$ cat config.mk
export PLATFORM = sky130hd
export DESIGN_NAME = tsa_div_step
export DESIGN_NICKNAME = d
export VERILOG_FILES = /design/src/tsa_pkg.sv /design/src/tsa_div_step.sv
export SDC_FILE = /design/constraint.sdc
export NUM_CORES = 1
export LEC_CHECK = 0
export BUFFER_PORTS_ARGS = -buffer_cell sky130_fd_sc_hd__buf_2
export CAP_MARGIN = 15
export CORE_AREA = 2 2 208 210
export DETAILED_ROUTE_END_ITERATION = 10
export DIE_AREA = 0 0 210 212
export GPL_TIMING_DRIVEN = 0
export PLACE_DENSITY_LB_ADDON = 0.25
export SLEW_MARGIN = 30
export SYNTH_ARGS = -nofsm -noshare
export SYNTH_HDL_FRONTEND = slang
export SYNTH_SLANG_ARGS = --single-unit
$ cat constraint.sdc
create_clock -name clk -period 1.41 [get_ports clk]
set_clock_uncertainty 0.15 [all_clocks]
set_input_delay 0.2115 -clock clk [delete_from_list [all_inputs] [get_ports clk]]
set_output_delay 0.2115 -clock clk [all_outputs]
set_load 0.005 [all_outputs]
$ cat src/tsa_pkg.sv
package tsa_pkg;

    localparam int unsigned DATA_W = 64;
    localparam int unsigned DIV_STEPS = DATA_W;

    // type tags
    localparam logic [1:0] T_INT  = 2'd0;
    localparam logic [1:0] T_CHR  = 2'd1;
    localparam logic [1:0] T_BOOL = 2'd2;
    localparam logic [1:0] T_NONE = 2'd3;

    // error codes
    localparam logic [1:0] E_OK    = 2'd0;
    localparam logic [1:0] E_TYPE  = 2'd1;
    localparam logic [1:0] E_SHIFT = 2'd2;
    localparam logic [1:0] E_ZDIV  = 2'd3;

    // commands
    localparam logic [4:0] CMD_NEG     = 5'd0;
    localparam logic [4:0] CMD_NOT     = 5'd1;
    localparam logic [4:0] CMD_EQ      = 5'd2;
    localparam logic [4:0] CMD_NE      = 5'd3;
    localparam logic [4:0] CMD_ADD     = 5'd4;
    localparam logic [4:0] CMD_SUB     = 5'd5;
    localparam logic [4:0] CMD_MUL     = 5'd6;
    localparam logic [4:0] CMD_GT      = 5'd7;
    localparam logic [4:0] CMD_LT      = 5'd8;
    localparam logic [4:0] CMD_GE      = 5'd9;
    localparam logic [4:0] CMD_LE      = 5'd10;
    localparam logic [4:0] CMD_LAND    = 5'd11;
    localparam logic [4:0] CMD_LOR     = 5'd12;
    localparam logic [4:0] CMD_BAND    = 5'd13;
    localparam logic [4:0] CMD_BOR     = 5'd14;
    localparam logic [4:0] CMD_BXOR    = 5'd15;
    localparam logic [4:0] CMD_SHL     = 5'd16;
    localparam logic [4:0] CMD_SHR     = 5'd17;
    localparam logic [4:0] CMD_DIV     = 5'd18;
    localparam logic [4:0] CMD_MOD     = 5'd19;
    localparam logic [4:0] CMD_CTZ     = 5'd20;
    localparam logic [4:0] CMD_POPCNT  = 5'd21;
    localparam logic [4:0] CMD_CHR2INT = 5'd22;
    localparam logic [4:0] CMD_INT2CHR = 5'd23;

    typedef logic [DATA_W-1:0] word_t;

    // request as it travels down the divider chain
    typedef struct packed {
        logic [4:0] cmd;
        logic [1:0] rt;
        logic [1:0] err;
        word_t      rv;
        logic       q_neg;
        logic       r_neg;
        word_t      rem;
        word_t      quo;
        word_t      dsr;
    } pipe_t;

    function automatic word_t char_of(input word_t v);
        return {{(DATA_W-8){v[7]}}, v[7:0]};
    endfunction

    function automatic word_t norm(input logic [1:0] t, input word_t v);
        word_t r;
        r = v;
        if (t == T_CHR) r = char_of(v);
        else if (t == T_BOOL) r = {{(DATA_W-1){1'b0}}, (v != '0)};
        return r;
    endfunction

endpackage

$ cat src/tsa_div_step.sv
module tsa_div_step (
    input  logic           clk,
    input  logic           rst_n,
    input  logic           en,
    input  logic           in_vld,
    input  tsa_pkg::pipe_t in_item,
    output logic           out_vld,
    output tsa_pkg::pipe_t out_item
);
    import tsa_pkg::*;

    logic  vld_reg;
    pipe_t item_reg, item_next;
    logic [DATA_W:0] trial, diff;

    // one quotient bit: shift in the next dividend bit, subtract if it fits
    always_comb
    begin
        item_next = in_item;
        trial     = {in_item.rem, in_item.quo[DATA_W-1]};
        diff      = trial - {1'b0, in_item.dsr};
        if (!diff[DATA_W])
        begin
            item_next.rem = diff[DATA_W-1:0];
            item_next.quo = {in_item.quo[DATA_W-2:0], 1'b1};
        end
        else
        begin
            item_next.rem = trial[DATA_W-1:0];
            item_next.quo = {in_item.quo[DATA_W-2:0], 1'b0};
        end
    end

    always_ff @(posedge clk or negedge rst_n)
    begin
        if (!rst_n) vld_reg <= 1'b0;
        else if (en) vld_reg <= in_vld;
    end

    always_ff @(posedge clk)
    begin
        if (en) item_reg <= item_next;
    end

    assign out_vld  = vld_reg;
    assign out_item = item_reg;

endmodule

==> metrics.md, run 1 <==
| Metric | Value |
|---|---|
| Total power | `approximately 24 mW` |
| Post-DP HPWL | `around 34000 um` |
| Die W | `210 um` |
| Cell leakage power | `9.23 nW` |
| Mapped Nets | `1368` |
| Post-Syn Area per Cell | `12.8 um2` |
| Slew Viols, Final | `0` |
| Die area | `roughly 45000 um2` |
| RSZ-0062 raised after global routing | `true` |
| Area Overhead vs Synth | `63.0%` |
| Cell variety after synth | `between 70 and 80` |
| GRT overflow | `0` |
| Final setup margin | `-1.46 ns` |
| Slew HR | `a little under three fifths` |
| Path depth of the worst reg2reg path | `1` |
| Starting Density | `31.2%` |
| R2R Setup Slk | `between 0.5 and 0.6 ns` |
| Port buffer count | `between 500 and 600` |
| CTS tree | `done` |
| Antenna-violating nets left | `0` |
| Period utilization | `203%` |
| CTS clk-pin slew, worst paths | `about 0.06 ns` |
| Min Clock Period, post-route | `2.87 ns` |
| Violated checks | `negative hold slack, negative setup slack` |
| CP bufs+invs | `5` |
| Post-synth EDFFs | `~270` |
| Final instance area | `~22000 um2` |
| Most common cell after layout, fill and taps aside | `buf_2` |
| Crit-path slowest cell | `ha_1` |
| Num rows | `76` |
| Startpoint class of the critical path | `input port` |
| DR iter-0 viols | `around 630` |
| Cell Chain, Critical Path | `buf_2 -> inv_1 -> ha_1 -> nand2_1 -> o21a_1 -> a211o_1 -> nor2_1 -> o21ai_4 -> a211oi_4 -> or3_4 -> and3_4 -> inv_12 -> buf_12 -> buf_12 -> mux2_4` |
| Most used DFF post-synth | `edfxtp_1` |
| Hold Crit Endpoint | `out_item[0]$_DFFE_PP_` |
| Max incr delay on CP | `approximately 0.40 ns` |
| Hold_sp | `in_item[0]` |
| Register area share after synthesis | `about three fifths` |
| MaxCap Viol Count | `0` |
| Initial antenna violation count | `22` |
| Die H | `~210 um` |
| Total track usage | `between 20% and 30%` |
| Vias in the first global route | `about 12000` |
| Detailed-route vias per instance | `a little under 5` |
| RR Startpoint | `out_vld$_DFFE_PN0P_` |
| Cells after synthesis | `between 1000 and 1500` |
| Final Wtd Congestion | `roughly 0.87` |
| Routed via count | `~12000` |
| CP Max Fanout | `7` |
| Hold Crit Class | `input port to register` |
| CP Class | `input port to register` |
| Number of hold buffers added after cts | `between 200 and 300` |
| Mapped cell area | `between 10000 and 15000 um2` |
| Ports | `about 540` |
| Drc violations | `0` |
| Bufs on Longest Clock Path | `3` |
| Clock H-tree levels | `1` |
| Total iterations of the first detailed-routing run | `6` |
| Commonest non-fill, non-tap cells in the layout | `buf_2 (521), edfxtp_1 (267), dlygate4sd3_1 (265), inv_1 (74), nand2_1 (64)` |
| Fmax | `between 0.3 and 0.4 GHz` |
| Critical path required time | `about 1.6 ns` |
| Core Area | `around 43000 um2` |
| First-pass GRT wire length | `about 69000 um` |
| Skew-Pair Late Insertion Delay | `0.56 ns` |
| Pin count of the biggest net entering global routing | `86` |
| Worst slew pin tran | `around 0.67 ns` |
| Hold depth | `1` |
| Placed inst area | `about 17000 um2` |
| CTS root buf | `clkbuf_16` |
| Cell family with most CP delay | `compound AO/OA/AOI/OAI gates` |
| Yosys Warn Count | `0` |
| # nets final | `between 2000 and 2500` |
| Worst R2R End | `out_vld$_DFFE_PN0P_` |
| Status | `finished, violations left` |
| Yosys reg bits | `268` |
| DR WL/cell | `19.2 um` |
| Num CTS Buffers | `31` |
| Setup Viol. Count Final | `297` |
| Post-synth ARST share | `less than 1%` |
| VDD IR max | `approximately 0.00090 V` |
| Filler cell count | `3732` |
| Worst hold slack | `-0.316 ns` |
| Worst path most repeated cell | `buf_12` |
| Arrival @ worst endpoint | `3.03 ns` |
| WL final | `around 47000 um` |
| Final Hold Viols | `roughly 50` |
| Power Density | `between 1000 and 1500 nW/um2` |
| Critical Path Sink Type | `register` |
| Layout cells sized above 1 | `about 42%` |
| CTS sink cnt | `~270` |
==> logic make-up after synthesis <==
| family | count (synthesis) | share of synthesized area [%] |
|---|---|---|
| flops | 268 | 60.7 |
| compound gates | 240 | 11.9 |
| simple gates | 222 | 8.64 |
| buf+inv | 123 | 3.95 |
| fa+ha+maj | 65 | 6.20 |
| mux | 60 | 5.05 |
| xor+xnor | 54 | 3.57 |
==> cell usage after synthesis (8+ instances only) <==
master,count,area (um2)
o21bai_1,13,97.6
and3_1,10,62.6
o21a_1,9,67.6
clkbuf_1,19,71.3
nor2_1,46,173
o21ai_0,41,205
nor2b_1,13,81.3
inv_1,87,327
a31oi_1,10,62.6
a21o_1,32,240
nand2_1,67,251
nand2b_1,8,50.1
a21oi_1,78,390
mux2i_1,9,90.1
nor3_1,14,70.1
edfxtp_1,267,8020
xnor2_1,32,280
nand3_1,11,55.1
nand4_1,20,125
ha_1,64,801
mux2_2,50,563
xor2_1,22,193
==> per-stage QoR <==
step                      setup TNS (ns)  std cells  util, %  worst slack (ns)
after floorplan                  -110.89       1032        -             -1.84
after global placement          -1211.70       2116     39.6             -4.05
after detailed placement         -218.63       2119     39.9             -2.86
after CTS                        -113.05       2462     50.1             -1.61
after global routing             -115.71       2470     50.7             -1.55
final                             -95.30       2475     50.8             -1.46
==> repair_timing <==
action | CTS | global route
buffers inserted | 28 | 13
gates resized for setup | 107 | 48
setup endpoints to repair | 333 | 333
endpoints found under the hold margin | 312 | 49
pin swaps | 26 | 20
==> state kept, by name, summed over array words and instances (netlist names) <==
register,count
out_item,267
out_vld,1
==> cell type report <==
class / count / area, um2 / share of cell area (%)
well taps: 546 / 683 / 3.17
repair buffers: 847 / 5890 / 27.3
inverters: 88 / 365 / 1.69
clock buffers: 33 / 783 / 3.63
multi-input cells: 641 / 5370 / 24.9
diodes: 10 / 25.0 / 0.116
flip-flops and latches: 268 / 8040 / 37.3
plain buffers: 18 / 151 / 0.702
clock inverters: 24 / 273 / 1.26
==> power breakdown <==
part / total, mW / switching, mW / internal, mW
clock network: 8.34 / 3.39 / 4.96
logic: 5.85 / 2.85 / 3.00
registers: 9.96 / 0.200 / 9.76
==> routing by layer <==
layer	wire, um	global-route usage [%]
met3	3710	5.91
met2	23700	35.6
met1	17800	22.8
met5	147	0
met4	2090	9.24
==> worst max path at each step <==
| stage | slack (ns) | end | startpoint | depth (start not counted) |
|---|---|---|---|---|
| floorplan | -1.84 | out_item[185]$_DFFE_PP_ | in_item[127] | 16 |
| global placement | -4.05 | out_vld$_DFFE_PN0P_ | en | 2 |
| detailed placement | -2.86 | out_item[185]$_DFFE_PP_ | in_item[127] | 17 |
| CTS | -1.61 | out_item[185]$_DFFE_PP_ | in_item[27] | 18 |
| global route | -1.55 | out_item[185]$_DFFE_PP_ | in_item[19] | 15 |
| finish | -1.46 | out_item[185]$_DFFE_PP_ | in_item[30] | 15 |
(Power assumes the default switching activity.)
==> run 2, diff against run 1 <==
- clock period: 1.41 -> 2.9 ns (I/O delays scaled with it)
==> metrics.md, run 2 (synthesized netlist as in run 1, its figures left out) <==
| Metric | Value |
|---|---|
| Status | `finished, violations left` |
| Violated checks | `negative setup slack` |
| Routed via count | `11600 (-2.5%)` |
| Layout cells sized above 1 | `43.6% (+1.3 points)` |
| CP Class | `input port to register` |
| CTS root buf | `clkbuf_16` |
| R2R Setup Slk | `2.01 ns (+1.49 ns)` |
| Most common cell after layout, fill and taps aside | `buf_2` |
| Hold_sp | `in_item[146]` |
| Final std cells w/o fill | `2414 (-2.5%)` |
| Clock H-tree levels | `1 (unchanged)` |
| Hold Crit Endpoint | `out_item[147]$_DFFE_PP_` |
| Final setup margin | `-0.202 ns (+1.26 ns)` |
| CP Max Fanout | `7 (unchanged)` |
| DR WL/cell | `19.6 um (+2.0%)` |
| Cell leakage power | `8.97 nW (-2.8%)` |
| Arrival @ worst endpoint | `3.26 ns (+0.23 ns)` |
| GRT overflow | `0 (unchanged)` |
| FF+latch area | `8040 um2 (unchanged)` |
| CTS tree | `done` |
| Clk pwr share | `34.8% (+0.3 points)` |
| Antenna-violating nets left | `0 (unchanged)` |
| Num rows | `76 (unchanged)` |
| Ports | `539 (unchanged)` |
| Max reg flops | `267 (unchanged)` |
| Die area | `44500 um2 (unchanged)` |
| Initial antenna violation count | `20 (-9.1%)` |
| Area Overhead vs Synth | `58.2%` |
| Total track usage | `20.2% (-0.12 points)` |
| First-pass GRT wire length | `68800 um (-0.87%)` |
| Net Switching | `3.12 mW (-51%)` |
| Total power | `11.7 mW (-52%)` |
| Internal power | `8.55 mW (-52%)` |
| RSZ-0062 raised after global routing | `true` |
| Min Clock Period, post-route | `between 3 and 4 ns` |
| Detailed-route vias per instance | `4.82 (about the same)` |
| WL final | `47200 um (-0.49%)` |
| Startpoint class of the critical path | `input port` |
| Slew HR | `55.3% (about the same)` |
| VDD IR max | `0.000435 V (-52%)` |
| Fmax | `around 0.32 GHz` |
| CTS sink cnt | `268 (unchanged)` |
| Worst R2R End | `out_vld$_DFFE_PN0P_` |
| Setup Viol. Count Final | `62 (-79%)` |
| Placed inst area | `16900 um2 (unchanged)` |
| Worst slew pin tran | `0.665 ns (-0.000459 ns)` |
| # nets final | `2173 (-2.6%)` |
| Filler cell count | `3771 (+1.0%)` |
| Period utilization | `107%` |
| Inst Count DP | `2119 (unchanged)` |
| Sequential Power Share | `41.5% (+0.3 points)` |
| Bufs on Longest Clock Path | `3 (unchanged)` |
| Starting Density | `31.2% (unchanged)` |
| Commonest non-fill, non-tap cells in the layout | `buf_2 (527), edfxtp_1 (267), dlygate4sd3_1 (208), inv_1 (74), nand2_1 (64)` |
| Final Util | `49.3% (-1.5 points)` |
| Slew Viols, Final | `0 (unchanged)` |
| Critical Path Sink Type | `register` |
| Path depth of the worst reg2reg path | `1 (unchanged)` |
| Drc violations | `0 (unchanged)` |
| Combinational Power Share | `23.7% (-0.5 points)` |
| Final Hold Viols | `0 (-100%)` |
| Die W | `210 um (unchanged)` |
| DR iter-0 viols | `591 (-5.9%)` |
| Critical path required time | `3.06 ns (+1.49 ns)` |
| Num CTS Buffers | `31 (unchanged)` |
| Vias in the first global route | `11900 (-2.3%)` |
| MaxCap Viol Count | `0 (unchanged)` |
| Hold depth | `2 (+1)` |
| CTS clk-pin slew, worst paths | `0.06 ns (about the same)` |
| Skew-Pair Late Insertion Delay | `0.56 ns (about the same)` |
| Net switching fraction of the power | `26.8% (+0.11 points)` |
| Final instance area | `20900 um2 (-2.9%)` |
| RR Startpoint | `out_vld$_DFFE_PN0P_` |
| Final Wtd Congestion | `0.872 (unchanged)` |
| Worst hold slack | `0.0278 ns (+0.344 ns)` |
| Total iterations of the first detailed-routing run | `7 (+1)` |
| Hold Crit Class | `input port to register` |
| Die H | `212 um (unchanged)` |
| Core Area | `42500 um2 (unchanged)` |
| Pin count of the biggest net entering global routing | `86 (unchanged)` |
| Port buffer count | `538 (unchanged)` |
| Power Density | `557 nW/um2 (-50%)` |
| Post-DP HPWL | `34100 um (unchanged)` |
| Multi-input logic area | `5360 um2 (-0.16%)` |
## run 2: critical path: stages
cell	delay (ns)
buf_8	0.08
inv_4	0.03
ha_4	0.32
nand4_4	0.13
nor4b_4	0.35
nand4_1	0.23
o22ai_4	0.25
o21ai_4	0.11
a211oi_4	0.28
or3_4	0.18
and3_4	0.25
inv_12	0.06
buf_12	0.13
buf_12	0.13
mux2_4	0.29
## run 2: worst max-delay path by stage
stage                 start                 endpoint  slack, ns  cells past startpoint
3_5_place_dp   in_item[127]  out_item[185]$_DFFE_PP_      -1.59                     17
6_report        in_item[19]  out_item[185]$_DFFE_PP_      -0.20                     15
2_1_floorplan  in_item[127]  out_item[185]$_DFFE_PP_      -0.57                     16
3_3_place_gp             en      out_vld$_DFFE_PN0P_      -2.78                      2
4_1_cts         in_item[27]  out_item[185]$_DFFE_PP_      -0.34                     18
5_1_grt         in_item[19]  out_item[185]$_DFFE_PP_      -0.29                     15
## run 2: layout make-up
cell class / instances / share of cell area [%]
antenna: 7 / 0.0836
buffer: 18 / 0.723
clock buffer: 33 / 3.74
clock inverter: 24 / 1.30
inverter: 88 / 1.74
multi-input combinational: 641 / 25.6
sequential: 268 / 38.4
tap: 546 / 3.26
timing repair buffer: 789 / 25.2
## run 2: metal layers
layer  global-route usage (%)  part of all wire (%)  routed length (um)
met5                        0                  0.30                 144
met4                     9.88                   4.9                2310
met3                     5.72                   7.3                3430
met1                     22.7                    38               17900
met2                     35.1                    50               23400
## run 2: power by group through the flow
stage	clock, mW	combinational (mW)	sequential (mW)
after CTS	4.18	2.70	4.84
after floorplan	0	1.13	4.99
final	4.06	2.77	4.84
after global placement	0	2.24	4.94
after detailed placement	0	2.27	4.91
after global routing	4.35	3.00	4.88
## run 2: what timing repair did
action,in CTS,in global routing
hold endpoints to repair,207,0
endpoints found under the setup margin,65,65
gates resized for setup,99,43
setup buffers,28,12
pin swaps,26,19
hold buffers,208,0
## run 2: metrics by stage
step / setup slack, ns / setup TNS [ns]
after floorplan: -0.570 / -28.56
after global placement: -2.78 / -789.96
after detailed placement: -1.59 / -92.16
after CTS: -0.341 / -16.44
after global routing: -0.285 / -14.16
final: -0.202 / -7.28
