**src/tsa_pkg.sv**
```systemverilog
package tsa_pkg;

    localparam int unsigned DATA_W = 64;
    localparam int unsigned DIV_STEPS = DATA_W;

    // type tags
    localparam logic [1:0] T_INT  = 2'd0;
    localparam logic [1:0] T_CHR  = 2'd1;
    localparam logic [1:0] T_BOOL = 2'd2;
    localparam logic [1:0] T_NONE = 2'd3;

    // error codes
    localparam logic [1:0] E_OK    = 2'd0;
    localparam logic [1:0] E_TYPE  = 2'd1;
    localparam logic [1:0] E_SHIFT = 2'd2;
    localparam logic [1:0] E_ZDIV  = 2'd3;

    // commands
    localparam logic [4:0] CMD_NEG     = 5'd0;
    localparam logic [4:0] CMD_NOT     = 5'd1;
    localparam logic [4:0] CMD_EQ      = 5'd2;
    localparam logic [4:0] CMD_NE      = 5'd3;
    localparam logic [4:0] CMD_ADD     = 5'd4;
    localparam logic [4:0] CMD_SUB     = 5'd5;
    localparam logic [4:0] CMD_MUL     = 5'd6;
    localparam logic [4:0] CMD_GT      = 5'd7;
    localparam logic [4:0] CMD_LT      = 5'd8;
    localparam logic [4:0] CMD_GE      = 5'd9;
    localparam logic [4:0] CMD_LE      = 5'd10;
    localparam logic [4:0] CMD_LAND    = 5'd11;
    localparam logic [4:0] CMD_LOR     = 5'd12;
    localparam logic [4:0] CMD_BAND    = 5'd13;
    localparam logic [4:0] CMD_BOR     = 5'd14;
    localparam logic [4:0] CMD_BXOR    = 5'd15;
    localparam logic [4:0] CMD_SHL     = 5'd16;
    localparam logic [4:0] CMD_SHR     = 5'd17;
    localparam logic [4:0] CMD_DIV     = 5'd18;
    localparam logic [4:0] CMD_MOD     = 5'd19;
    localparam logic [4:0] CMD_CTZ     = 5'd20;
    localparam logic [4:0] CMD_POPCNT  = 5'd21;
    localparam logic [4:0] CMD_CHR2INT = 5'd22;
    localparam logic [4:0] CMD_INT2CHR = 5'd23;

    typedef logic [DATA_W-1:0] word_t;

    // request as it travels down the divider chain
    typedef struct packed {
        logic [4:0] cmd;
        logic [1:0] rt;
        logic [1:0] err;
        word_t      rv;
        logic       q_neg;
        logic       r_neg;
        word_t      rem;
        word_t      quo;
        word_t      dsr;
    } pipe_t;

    function automatic word_t char_of(input word_t v);
        return {{(DATA_W-8){v[7]}}, v[7:0]};
    endfunction

    function automatic word_t norm(input logic [1:0] t, input word_t v);
        word_t r;
        r = v;
        if (t == T_CHR) r = char_of(v);
        else if (t == T_BOOL) r = {{(DATA_W-1){1'b0}}, (v != '0)};
        return r;
    endfunction

endpackage

```
**src/tsa_back.sv**
```systemverilog
module tsa_back (
    input  logic           clk,
    input  logic           rst_n,
    input  logic           en,
    input  logic           in_vld,
    input  tsa_pkg::pipe_t in_item,
    output logic           valid,
    output logic [1:0]     result_type,
    output logic signed [63:0] result_value,
    output logic [1:0]     error_code
);
    import tsa_pkg::*;

    logic       valid_reg;
    logic [1:0] rt_reg, rt_next, err_reg;
    word_t      rv_reg, rv_next;

    always_comb
    begin
        rt_next = in_item.rt;
        rv_next = in_item.rv;
        if (in_item.cmd == CMD_DIV)
            rv_next = in_item.q_neg ? (~in_item.quo + 64'd1) : in_item.quo;
        else if (in_item.cmd == CMD_MOD)
            rv_next = in_item.r_neg ? (~in_item.rem + 64'd1) : in_item.rem;
        if (in_item.err != E_OK)
        begin
            rt_next = T_INT;
            rv_next = '0;
        end
    end

    always_ff @(posedge clk or negedge rst_n)
    begin
        if (!rst_n) valid_reg <= 1'b0;
        else if (en) valid_reg <= in_vld;
    end

    always_ff @(posedge clk)
    begin
        if (en)
        begin
            rt_reg  <= rt_next;
            rv_reg  <= rv_next;
            err_reg <= in_item.err;
        end
    end

    assign valid        = valid_reg;
    assign result_type  = rt_reg;
    assign result_value = rv_reg;
    assign error_code   = err_reg;

endmodule

```
**config.mk**
```make
export PLATFORM = sky130hd
export DESIGN_NAME = tsa_back
export DESIGN_NICKNAME = d
export VERILOG_FILES = /design/src/tsa_pkg.sv /design/src/tsa_back.sv
export SDC_FILE = /design/constraint.sdc
export NUM_CORES = 1
export LEC_CHECK = 0
export BUFFER_PORTS_ARGS = -buffer_cell sky130_fd_sc_hd__buf_2
export CAP_MARGIN = 10
export CORE_AREA = 2 2 131 133
export CTS_CLUSTER_DIAMETER = 150
export DETAILED_ROUTE_END_ITERATION = 8
export DIE_AREA = 0 0 133 135
export PLACE_DENSITY_LB_ADDON = 0.15
export SLEW_MARGIN = 20
export SYNTH_ARGS = -nofsm -noshare
export SYNTH_HDL_FRONTEND = slang
export SYNTH_SLANG_ARGS = --single-unit
```
**constraint.sdc**
```tcl
create_clock -name clk -period 1.3 [get_ports clk]
set_input_delay 0.13 -clock clk [delete_from_list [all_inputs] [get_ports clk]]
set_output_delay 0.13 -clock clk [all_outputs]
set_load 0.02 [all_outputs]
```
==> results of run 1 <==
stage by stage:
| stage | power [uW] | instance area, um2 | std cells |
|---|---|---|---|
| after detailed placement | 5440 | 10900 | 1505 |
| after floorplan | 3840 | 7100 | 755 |
| after global routing | 8970 | 13100 | 1565 |
| final | 8700 | 13100 | 1565 |
| after global placement | 5410 | 10900 | 1505 |
| after CTS | 8450 | 12500 | 1543 |
Yosys cell counts, types with 6 or more instances:
cell      number
nand2_1       84
edfxtp_1      68
xnor2_1       59
xor2_1        56
nor2_1        49
clkbuf_1      47
a21oi_1       40
o21ai_0       38
o31ai_1       37
nor4_1        20
nor3_1        19
or3_1         19
or4_1         19
o41ai_1       16
o211ai_1      15
nand3_1       14
nand4_1       13
a22oi_1       10
mux2i_1       10
a31oi_1        9
a222oi_1       7
nand2b_1       7
a211oi_1       6
a22o_1         6
o22ai_1        6
or2_2          6
worst paths after layout:
path                              start          endpoint  slack [ps]  cells past startpoint
min reg2reg                       valid             valid         500                      1
min in group asynchronous         rst_n             valid         100                      2
min                              in_vld             valid          30                      2
max                        in_item[128]  result_value[58]        -940                     11
max in group asynchronous         rst_n             valid        1120                      2
max reg2reg                       valid             valid         570                      1
critical path: cells and delay by family:
family | cells | cell delay (ps)
AOI/OAI and AO/OA | 1 | 200
adders and majority gates | 1 | 120
buffers and inverters | 3 | 310
muxes | 1 | 250
and+or+nand+nor | 5 | 1310
per-layer routing:
layer / vias up / global-route usage (%)
met3: 82 / 6.98
met4: 0 / 10.2
met5: - / 0
met1: 4312 / 47.6
li1: 4100 / -
met2: 582 / 54.9
final cells by class:
cell class	instances	share of cell area [%]
repair buffers	621	33.5
clock inverters	6	0.716
flip-flops and latches	69	15.8
clock buffers	10	1.82
inverters	5	0.391
well taps	220	2.10
diodes	2	0.0382
multi-input cells	632	45.6
timing repair:
item                                   CTS  global route
cloned                                   0             0
pin swaps                              132           102
setup endpoints to repair               60            62
hold buffers                             1             0
endpoints found under the hold margin    1             0
buffers inserted                        22            28
gates resized for setup                194            91
kinds of logic after synthesis:
kind of cell | count (synthesis) | synth area share (%)
simple gates | 281 | 23.6
compound gates | 223 | 24.2
xor+xnor | 115 | 15.4
flops | 69 | 31.6
buf+inv | 54 | 3.12
mux | 11 | 1.70
fa+ha+maj | 2 | 0.382
power by group through the flow:
stage          Clock (uW)  Sequential [uW]  Combinational [uW]
2_1_floorplan           0             2940                 899
3_3_place_gp            0             2720                2680
3_5_place_dp            0             2720                2710
4_1_cts              2790             2680                2990
5_1_grt              2890             2690                3400
6_report             2790             2680                3230
cell usage in the layout (no fill, tap or decap), types with 16 or more instances in the layout:
cell / n
nor2_1: 44
or3_1: 16
buf_2: 258
xor2_1: 41
o41ai_4: 16
o31ai_4: 25
edfxtp_1: 68
buf_4: 291
nand2_1: 66
xnor2_1: 44
buf_6: 56
a21oi_1: 30
==> metrics.md, run 1 <==
| Metric | Value |
|---|---|
| Status | finished, violations left |
| Failing checks | setup timing |
| Syn Area/Cell | between 8 and 9 um2 |
| Slew margin rel. | between 70% and 80% |
| Post-synthesis sequential area ratio | a little under a third |
| Routability cong. | a little under 1 |
| Multi-input gate area | 5980 um2 |
| RSZ-0062 raised after global routing | true |
| DRC violations left | 0 |
| Yosys reg bits | 69 |
| CP peak stage delay | roughly 400 ps |
| Worst-skew pair later-pin latency | 330 ps |
| Final WS setup | -940 ps |
| Fmax | 0.447 GHz |
| Ports | 340 |
| Die Y | 135 um |
| Port buffer count | between 200 and 300 |
| Top Layer Used | met4 |
| Worst Setup End Kind | flop |
| Register area | 2070 um2 |
| Yosys top cell by area | edfxtp_1 |
| Critical-path cell with the highest stage delay | or3b_4 |
| EDFF count, synth | 68 |
| Total gr overflow | 0 |
| Hold Crit Class | in -> reg |
| CTS buffer count | 9 |
| Core ar. | between 15000 and 20000 um2 |
| Die Width | roughly 130 um |
| Unique masters post-synth | between 60 and 70 |
| Antenna Violating Nets Remaining | 0 |
| Die area | 18000 um2 |
| Average vias per placed instance | slightly below 6 |
| Seq pwr share | about 31% |
| Yosys top cell area share | a little under a third |
| Power share of the combinational group | 37.1% |
| Mapped Cells | around 760 |
| Arrival @ worst endpoint | 2330 ps |
| Met2 Routed Length | 15.5 mm |
| Met3 routed WL | 3.33 mm |
| Largest net degree at the start of global routing | 32 |
| Setup_tns | -43090 ps |
| Place WS | -1340 ps |
| Final setup violation count | 60 |
| Initial cell density of the core | about two fifths |
| Internal power | 5850 uW |
| Count of pins over their slew limit | 0 |
| Crit-path max FO | 4 |
| Clock Path Buffers | 2 |
| Clock period minus worst slack | 2240 ps |
| Via Count | 9076 |
| Clock Skews | 0 ps |
| Yosys warns | 0 |
| Clk slew on worst S/H paths | 60 ps |
| WHS | 32.0 ps |
| Top_reg_cell synth | edfxtp_1 |
| CP Cell Sequence | buf_8, clkinv_4, ha_4, or3b_4, nor4_4, buf_6, nand4_1, nor4b_2, mux2i_1, nand2_1, a22o_1 |
| Worst slew pin tran | 404 ps |
| Gr usage total | 34.5% |
| CTS sink count | 69 |
| NetSw | 2840 uW |
| HPWL Detailed | 24.7 mm |
| First-pass GRT wire length | 47.7 mm |
| CTS tree | yes |
| CP Class | in -> reg |
| Maximum VDD drop | between 600 and 700 uV |
| Post-Syn Area | 6540 um2 |
| Vias in the first global route | approximately 8600 |
| Power Dens Cells | 663 nW/um2 |
| Top cells by area, synth | edfxtp_1 (31%), xnor2_1 (7.9%), xor2_1 (7.5%) |
| Syn_nets | 1028 |
| Nets | 1611 |
| Routed WL | 33.5 mm |
| Layout cell share with drive strength beyond 1 | 64.0% |
| Max Cap Violations | 0 |
| Synth-to-layout area growth | 100% |
| Max FFs per register | between 60 and 70 |
| WP data required | 1390 ps |
| TritonRoute pass-1 iters | 5 |
| WL met1 | 13.6 mm |
| CTS root buf | clkbuf_16 |
| DRT iter0 DRCs | 851 |
| WL per Instance | 21.4 um |
| Post-synthesis async set-or-reset flop share | 1.45% |
| Utilization after layout | 79.9% |
| Row count | 47 |
| Final hold vios | 0 |
| Clock Power Share | 32.1% |
| Crit share post-route | 172% |
| Initial antenna violation count | 2 |
| Worst setup SP type | input port |
| LEAKAGE | about 0.0056 uW |
| Sw frac | about 33% |
| H-tree Lvls | 3 |
| Filler Cell Count | 1061 |
Power figures use the tool's default switching activity.
==> inputs of run 2 (changes only) <==
--- a/config.mk
+++ b/config.mk
@@ -5,10 +5,11 @@
 export SDC_FILE = /design/constraint.sdc
 export NUM_CORES = 1
 export LEC_CHECK = 0
-export BUFFER_PORTS_ARGS = -buffer_cell sky130_fd_sc_hd__buf_2
+export BUFFER_PORTS_ARGS = -buffer_cell sky130_fd_sc_hd__buf_4
 export CAP_MARGIN = 10
 export CORE_AREA = 2 2 131 133
 export CTS_CLUSTER_DIAMETER = 150
+export CTS_CLUSTER_SIZE = 25
 export DETAILED_ROUTE_END_ITERATION = 8
 export DIE_AREA = 0 0 133 135
 export PLACE_DENSITY_LB_ADDON = 0.15
==> run 2 against run 1 <==
  * Clock skew stayed put
  * Critical path depth is 2 higher
  * Cell count is 0.32% lower
  * Routed wire length is 9.2% higher
  * The flow still finishes with violations (setup timing)
  * Worst hold slack worse by 10 ps
  * Largest power group unchanged
  * Critical endpoint is now result_value[24]
  * Final area is 5.6% higher
==> metrics.md, run 2 (synthesis results as in run 1) <==
| Metric | Value |
|---|---|
| Routability cong. | 0.971 |
| Critical-path cell with the highest stage delay | o41ai_4 |
| Antenna Violating Nets Remaining | 0 |
| WP data required | approximately 1400 ps |
| LEAKAGE | 0.00586 uW |
| Arrival @ worst endpoint | 2570 ps |
| Die Width | 133 um |
| Power Dens Cells | 669 nW/um2 |
| CTS tree | yes |
| Worst-skew pair later-pin latency | 340 ps |
| Slew margin rel. | 69.2% |
| DRC violations left | 0 |
| H-tree Lvls | 3 |
| Failing checks | setup timing |
| Total placed instance area | 11500 um2 |
| CTS root buf | clkbuf_16 |
| HPWL Detailed | 25.2 mm |
| Worst slew pin tran | about 460 ps |
| Initial cell density of the core | 39.9% |
| Maximum VDD drop | around 740 uV |
| Clock period minus worst slack | about 2500 ps |
| Filler Cell Count | ~950 |
| Status | finished, violations left |
| Max FFs per register | 64 |
| WHS | 21.5 ps |
| CP endpoint | result_value[24] |
| Nets | about 1600 |
| CP most frequent cell | buf_4 |
| Die area | about 18000 um2 |
| Internal power | 6280 uW |
| Hold Crit Class | in -> reg |
| Final cell count without fillers | 1560 |
| Final hold vios | 0 |
| Fmax | 0.404 GHz |
| Clock Path Buffers | 2 |
| Placed cell count | between 1000 and 1500 |
| Routed WL | 36.6 mm |
| Crit share post-route | 190% |
| Commonest non-fill, non-tap cell in the layout | buf_4 |
| NetSw | between 2000 and 3000 uW |
| Clock Skews | 0 ps |
| Synth-to-layout area growth | 112% |
| First-pass GRT wire length | 49.5 mm |
| Clk slew on worst S/H paths | 60 ps |
| Total gr overflow | 0 |
| Seq pwr share | 29.1% |
| Multi-input gate area | 6020 um2 |
| Crit. Startpoint | in_item[129] |
| Most frequent cells in the layout | buf_4 (535), edfxtp_1 (68), nand2_1 (67), buf_6 (67), xnor2_1 (46) |
| Antenna Cells | 0 |
| Core ar. | 16400 um2 |
| Register area | between 2000 and 2500 um2 |
| TritonRoute pass-1 iters | 5 |
| DRT iter0 DRCs | roughly 1100 |
| Row count | 47 |
| Place WS | -1360 ps |
| R2R cell count | 1 |
| Worst Setup End Kind | flop |
| Initial antenna violation count | 0 |
| Via Count | 9411 |
| Power share of the combinational group | 38.5% |
| FF-to-FF setup slack | 560 ps |
| Count of pins over their slew limit | 0 |
| Layout cell share with drive strength beyond 1 | 63.6% |
| Ports | 340 |
| Crit-path max FO | 2 |
| Clock Power Share | 32.4% |
| Final Cell Area | roughly 14000 um2 |
| Gr usage total | ~36% |
| Average vias per placed instance | 6.03 |
| Reg-to-Reg Start | valid |
| Max Cap Violations | 0 |
| Final WS setup | -1180 ps |
| CP peak stage delay | 440 ps |
| RSZ-0062 raised after global routing | true |
| Vias in the first global route | 8764 |
| Die Y | ~140 um |
| CTS sink count | 69 |
| Sw frac | 32.1% |
| Worst R2R End | valid |
| WL per Instance | 23.4 um |
| Final setup violation count | 60 |
| Largest net degree at the start of global routing | 28 |
| Port buffer count | 275 |
| Pwr Total | roughly 9300 uW |
| Worst setup SP type | input port |
| CTS buffer count | 9 |
| CP Cell Sequence | buf_12, buf_8, inv_12, ha_4, buf_6, nor3b_4, nand4_1, o41ai_4, buf_4, xnor2_1, a222oi_1, buf_4, nor2_2 |
| CP Class | in -> reg |
run 2: how the worst min path moves through the flow:
stage,from,to,slack [ps],cells after the start
6_report,in_vld,valid,20,2
3_3_place_gp,rst_n,valid,-90,1
5_1_grt,in_vld,valid,30,2
4_1_cts,in_vld,valid,20,2
3_5_place_dp,rst_n,valid,-90,1
2_1_floorplan,rst_n,valid,-170,0
run 2: power by group through the flow:
stage | combinational [uW] | sequential, uW | clock, uW
6_report | 3570 | 2690 | 3000
5_1_grt | 3700 | 2700 | 3080
4_1_cts | 3240 | 2690 | 3010
3_5_place_dp | 2970 | 2730 | 0
3_3_place_gp | 2950 | 2730 | 0
2_1_floorplan | 899 | 2940 | 0
run 2: worst max-delay path, delay by kind of cell:
family,cells,cell delay [ps]
AO/OA/AOI/OAI,2,860
buffers and inverters,6,750
AND/OR/NAND/NOR,3,610
adder cells (fa/ha/maj),1,120
XOR/XNOR,1,90
run 2: repair_timing:
action	CTS	global route
endpoints found under the hold margin	1	0
hold buffers	1	0
endpoints found under the setup margin	60	62
gates resized for setup	194	100
buffers inserted	28	26
pin swaps	145	105
run 2: per-stage QoR:
step | setup TNS [ps] | util, %
after floorplan | -41880 | -
after global placement | -64430 | 70.3
after detailed placement | -65420 | 70.3
after CTS | -39620 | 80.0
after global routing | -48900 | 84.4
final | -45840 | 84.4
run 2: layer usage:
metal,part of all wire [%],vias up,global-route usage [%]
li1,-,4093,-
met1,38,4421,48.1
met2,46,744,57.7
met3,12,153,9.80
met4,4.9,0,11.1
met5,0,-,0
run 2: cell type report:
type | count | area share [%]
Clock inverter | 7 | 0.940
Inverter | 5 | 0.371
Tap cell | 220 | 1.99
Sequential cell | 69 | 14.9
Multi-Input combinational cell | 632 | 43.5
Timing Repair Buffer | 618 | 36.6
Clock buffer | 9 | 1.63
==> inputs of run 3 (changes only) <==
--- a/config.mk
+++ b/config.mk
@@ -17,3 +17,4 @@
 export SYNTH_ARGS = -nofsm -noshare
 export SYNTH_HDL_FRONTEND = slang
 export SYNTH_SLANG_ARGS = --single-unit
+export TNS_END_PERCENT = 20
==> run 3 against run 2 <==
  * The run still ends with setup timing left
  * Core utilization shrank 7.2 points
  * Worst hold slack gained 1.4 ps
  * Final area shrank 8.5%
  * Critical path depth shrank 2
  * Highest routed layer unchanged
==> metrics.md, run 3 (synthesis results as in run 1) <==
| Metric | Value |
|---|---|
| Status | finished, violations left |
| Failing checks | setup timing |
| Worst Setup End Kind | flop |
| Clock Skews | 0 ps |
| Antenna Violating Nets Remaining | 0 |
| CTS root buf | clkbuf_16 |
| Seq pwr share | 31.3% |
| Most frequent cells in the layout | buf_4 (557), nand2_1 (80), edfxtp_1 (68) |
| Synth-to-layout area growth | 93.6% |
| Layout cell share with drive strength beyond 1 | 57.0% |
| Routed WL | 31.9 mm |
| Arrival @ worst endpoint | approximately 2500 ps |
| WHS | 22.8 ps |
| Placed cell count | 1493 |
| Vias in the first global route | 8143 |
| Slew margin rel. | roughly 65% |
| Final WS setup | -965 ps |
| CP Class | in -> reg |
| Crit share post-route | 174% |
| CP peak stage delay | about 570 ps |
| CP Cell Sequence | buf_6, or4_4, buf_4, nor3_4, nand4_1, buf_6, buf_4, nor2_1, a21oi_1, a211oi_1, a22o_1 |
| Worst-skew pair later-pin latency | 340 ps |
| Via Count | 8764 |
| Largest net degree at the start of global routing | 48 |
| Internal power | a little under 6000 uW |
| Register area | 2070 um2 |
| Worst setup SP type | input port |
| Family with the most delay on the worst path | simple AND/OR/NAND/NOR gates |
| Filler Cell Count | roughly 1100 |
| Power Dens Cells | 679 nW/um2 |
| Gr usage total | 33.3% |
| CTS tree | yes |
| Worst slew pin tran | ~520 ps |
| Fmax | 0.441 GHz |
| LEAKAGE | 0.00542 uW |
| Port buffer count | 275 |
| Buf+Inv Stages, Crit Path | 4 |
| Power share of the combinational group | between 30% and 40% |
| Total gr overflow | 0 |
| Initial cell density of the core | 39.9% |
| Maximum VDD drop | roughly 460 uV |
| Critical-path cell with the highest stage delay | or4_4 |
| Hold Crit Class | in -> reg |
| Die area | 18000 um2 |
| Final cell count without fillers | around 1500 |
| Max Cap Violations | 0 |
| Max FFs per register | between 60 and 70 |
| Sw frac | a little under a third |
| Commonest non-fill, non-tap cell in the layout | buf_4 |
| Setup_tns | -43910 ps |
| Average vias per placed instance | between 5 and 6 |
| Final setup violation count | 60 |
| Die Width | 133 um |
| WL per Instance | 20.6 um |
| CTS buffer count | 9 |
| Crit-path max FO | 3 |
| Place WS | -1470 ps |
| Nets | 1597 |
| Final Cell Area | 12700 um2 |
| Clk slew on worst S/H paths | 60 ps |
| Clock period minus worst slack | 2270 ps |
| WP data required | ~1500 ps |
| CTS sink count | 69 |
| Ports | 340 |
| Routability cong. | 0.993 |
| Clock Power Share | 31.7% |
| FF-to-FF setup slack | 560 ps |
| Core ar. | 16400 um2 |
| DRT iter0 DRCs | 930 |
| Initial antenna violation count | 0 |
| H-tree Lvls | 3 |
| First-pass GRT wire length | 45.5 mm |
| Final hold vios | 0 |
| Die Y | 135 um |
| Antenna Cells | 0 |
| HPWL Detailed | 24.6 mm |
| RSZ-0062 raised after global routing | true |
| TritonRoute pass-1 iters | 6 |
| Row count | 47 |
| NetSw | 2680 uW |
| Total placed instance area | 11100 um2 |
| DRC violations left | 0 |
| Multi-input gate area | 5140 um2 |
| Count of pins over their slew limit | 0 |
| Clock Path Buffers | 2 |
==> run 3: cell types whose count changed in the layout (fill, tap and decap cells not counted), moves of 12 or more <==
cell     before  now
buf_6        67   39
o31ai_4      21    7
xor2_1       40   52
nand2_1      67   80
buf_4       535  557
o21ai_0      10   22
==> run 3: final cells by class <==
class	count	area share, %
Multi-Input combinational cell	632	40.6
Clock buffer	10	1.81
Sequential cell	69	16.3
Inverter	5	0.287
Clock inverter	6	0.701
Tap cell	220	2.17
Timing Repair Buffer	607	38.1
==> run 3: routing by layer <==
metal	part of all wire (%)	up-vias	routed length [um]	GRT usage, %
li1	-	4067	-	-
met1	42	4142	13400	48.2
met2	47	504	14800	52.1
met3	9.4	51	2980	4.65
met4	2.1	0	684	9.50
met5	0	-	0	0
==> run 3: final timing paths <==
check,to,startpoint,depth (start not counted)
min in group asynchronous,valid,rst_n,2
max in group asynchronous,valid,rst_n,2
setup reg to reg,valid,valid,1
hold reg to reg,valid,valid,1
setup / recovery,result_value[58],in_item[76],11
hold / removal,valid,in_vld,2
==> run 3: through the flow <==
stage	util (%)	power [uW]
final	77.2	8600
after global routing	77.2	8840
after CTS	73.6	8410
after detailed placement	67.8	5600
after global placement	67.8	5580
after floorplan	-	3780
==> run 3: power by group through the flow <==
stage	Combinational, uW	Sequential [uW]	Clock, uW
final	3180	2690	2720
after global routing	3350	2710	2780
after CTS	3000	2690	2720
after detailed placement	2860	2740	0
after global placement	2840	2740	0
after floorplan	838	2940	0
==> run 3: what timing repair did <==
action,in CTS,in global routing
pin swaps,50,46
cloned,0,0
endpoints found under the setup margin,60,62
buffers inserted,10,30
gates resized for setup,111,69
hold buffers,1,0
endpoints found under the hold margin,1,0
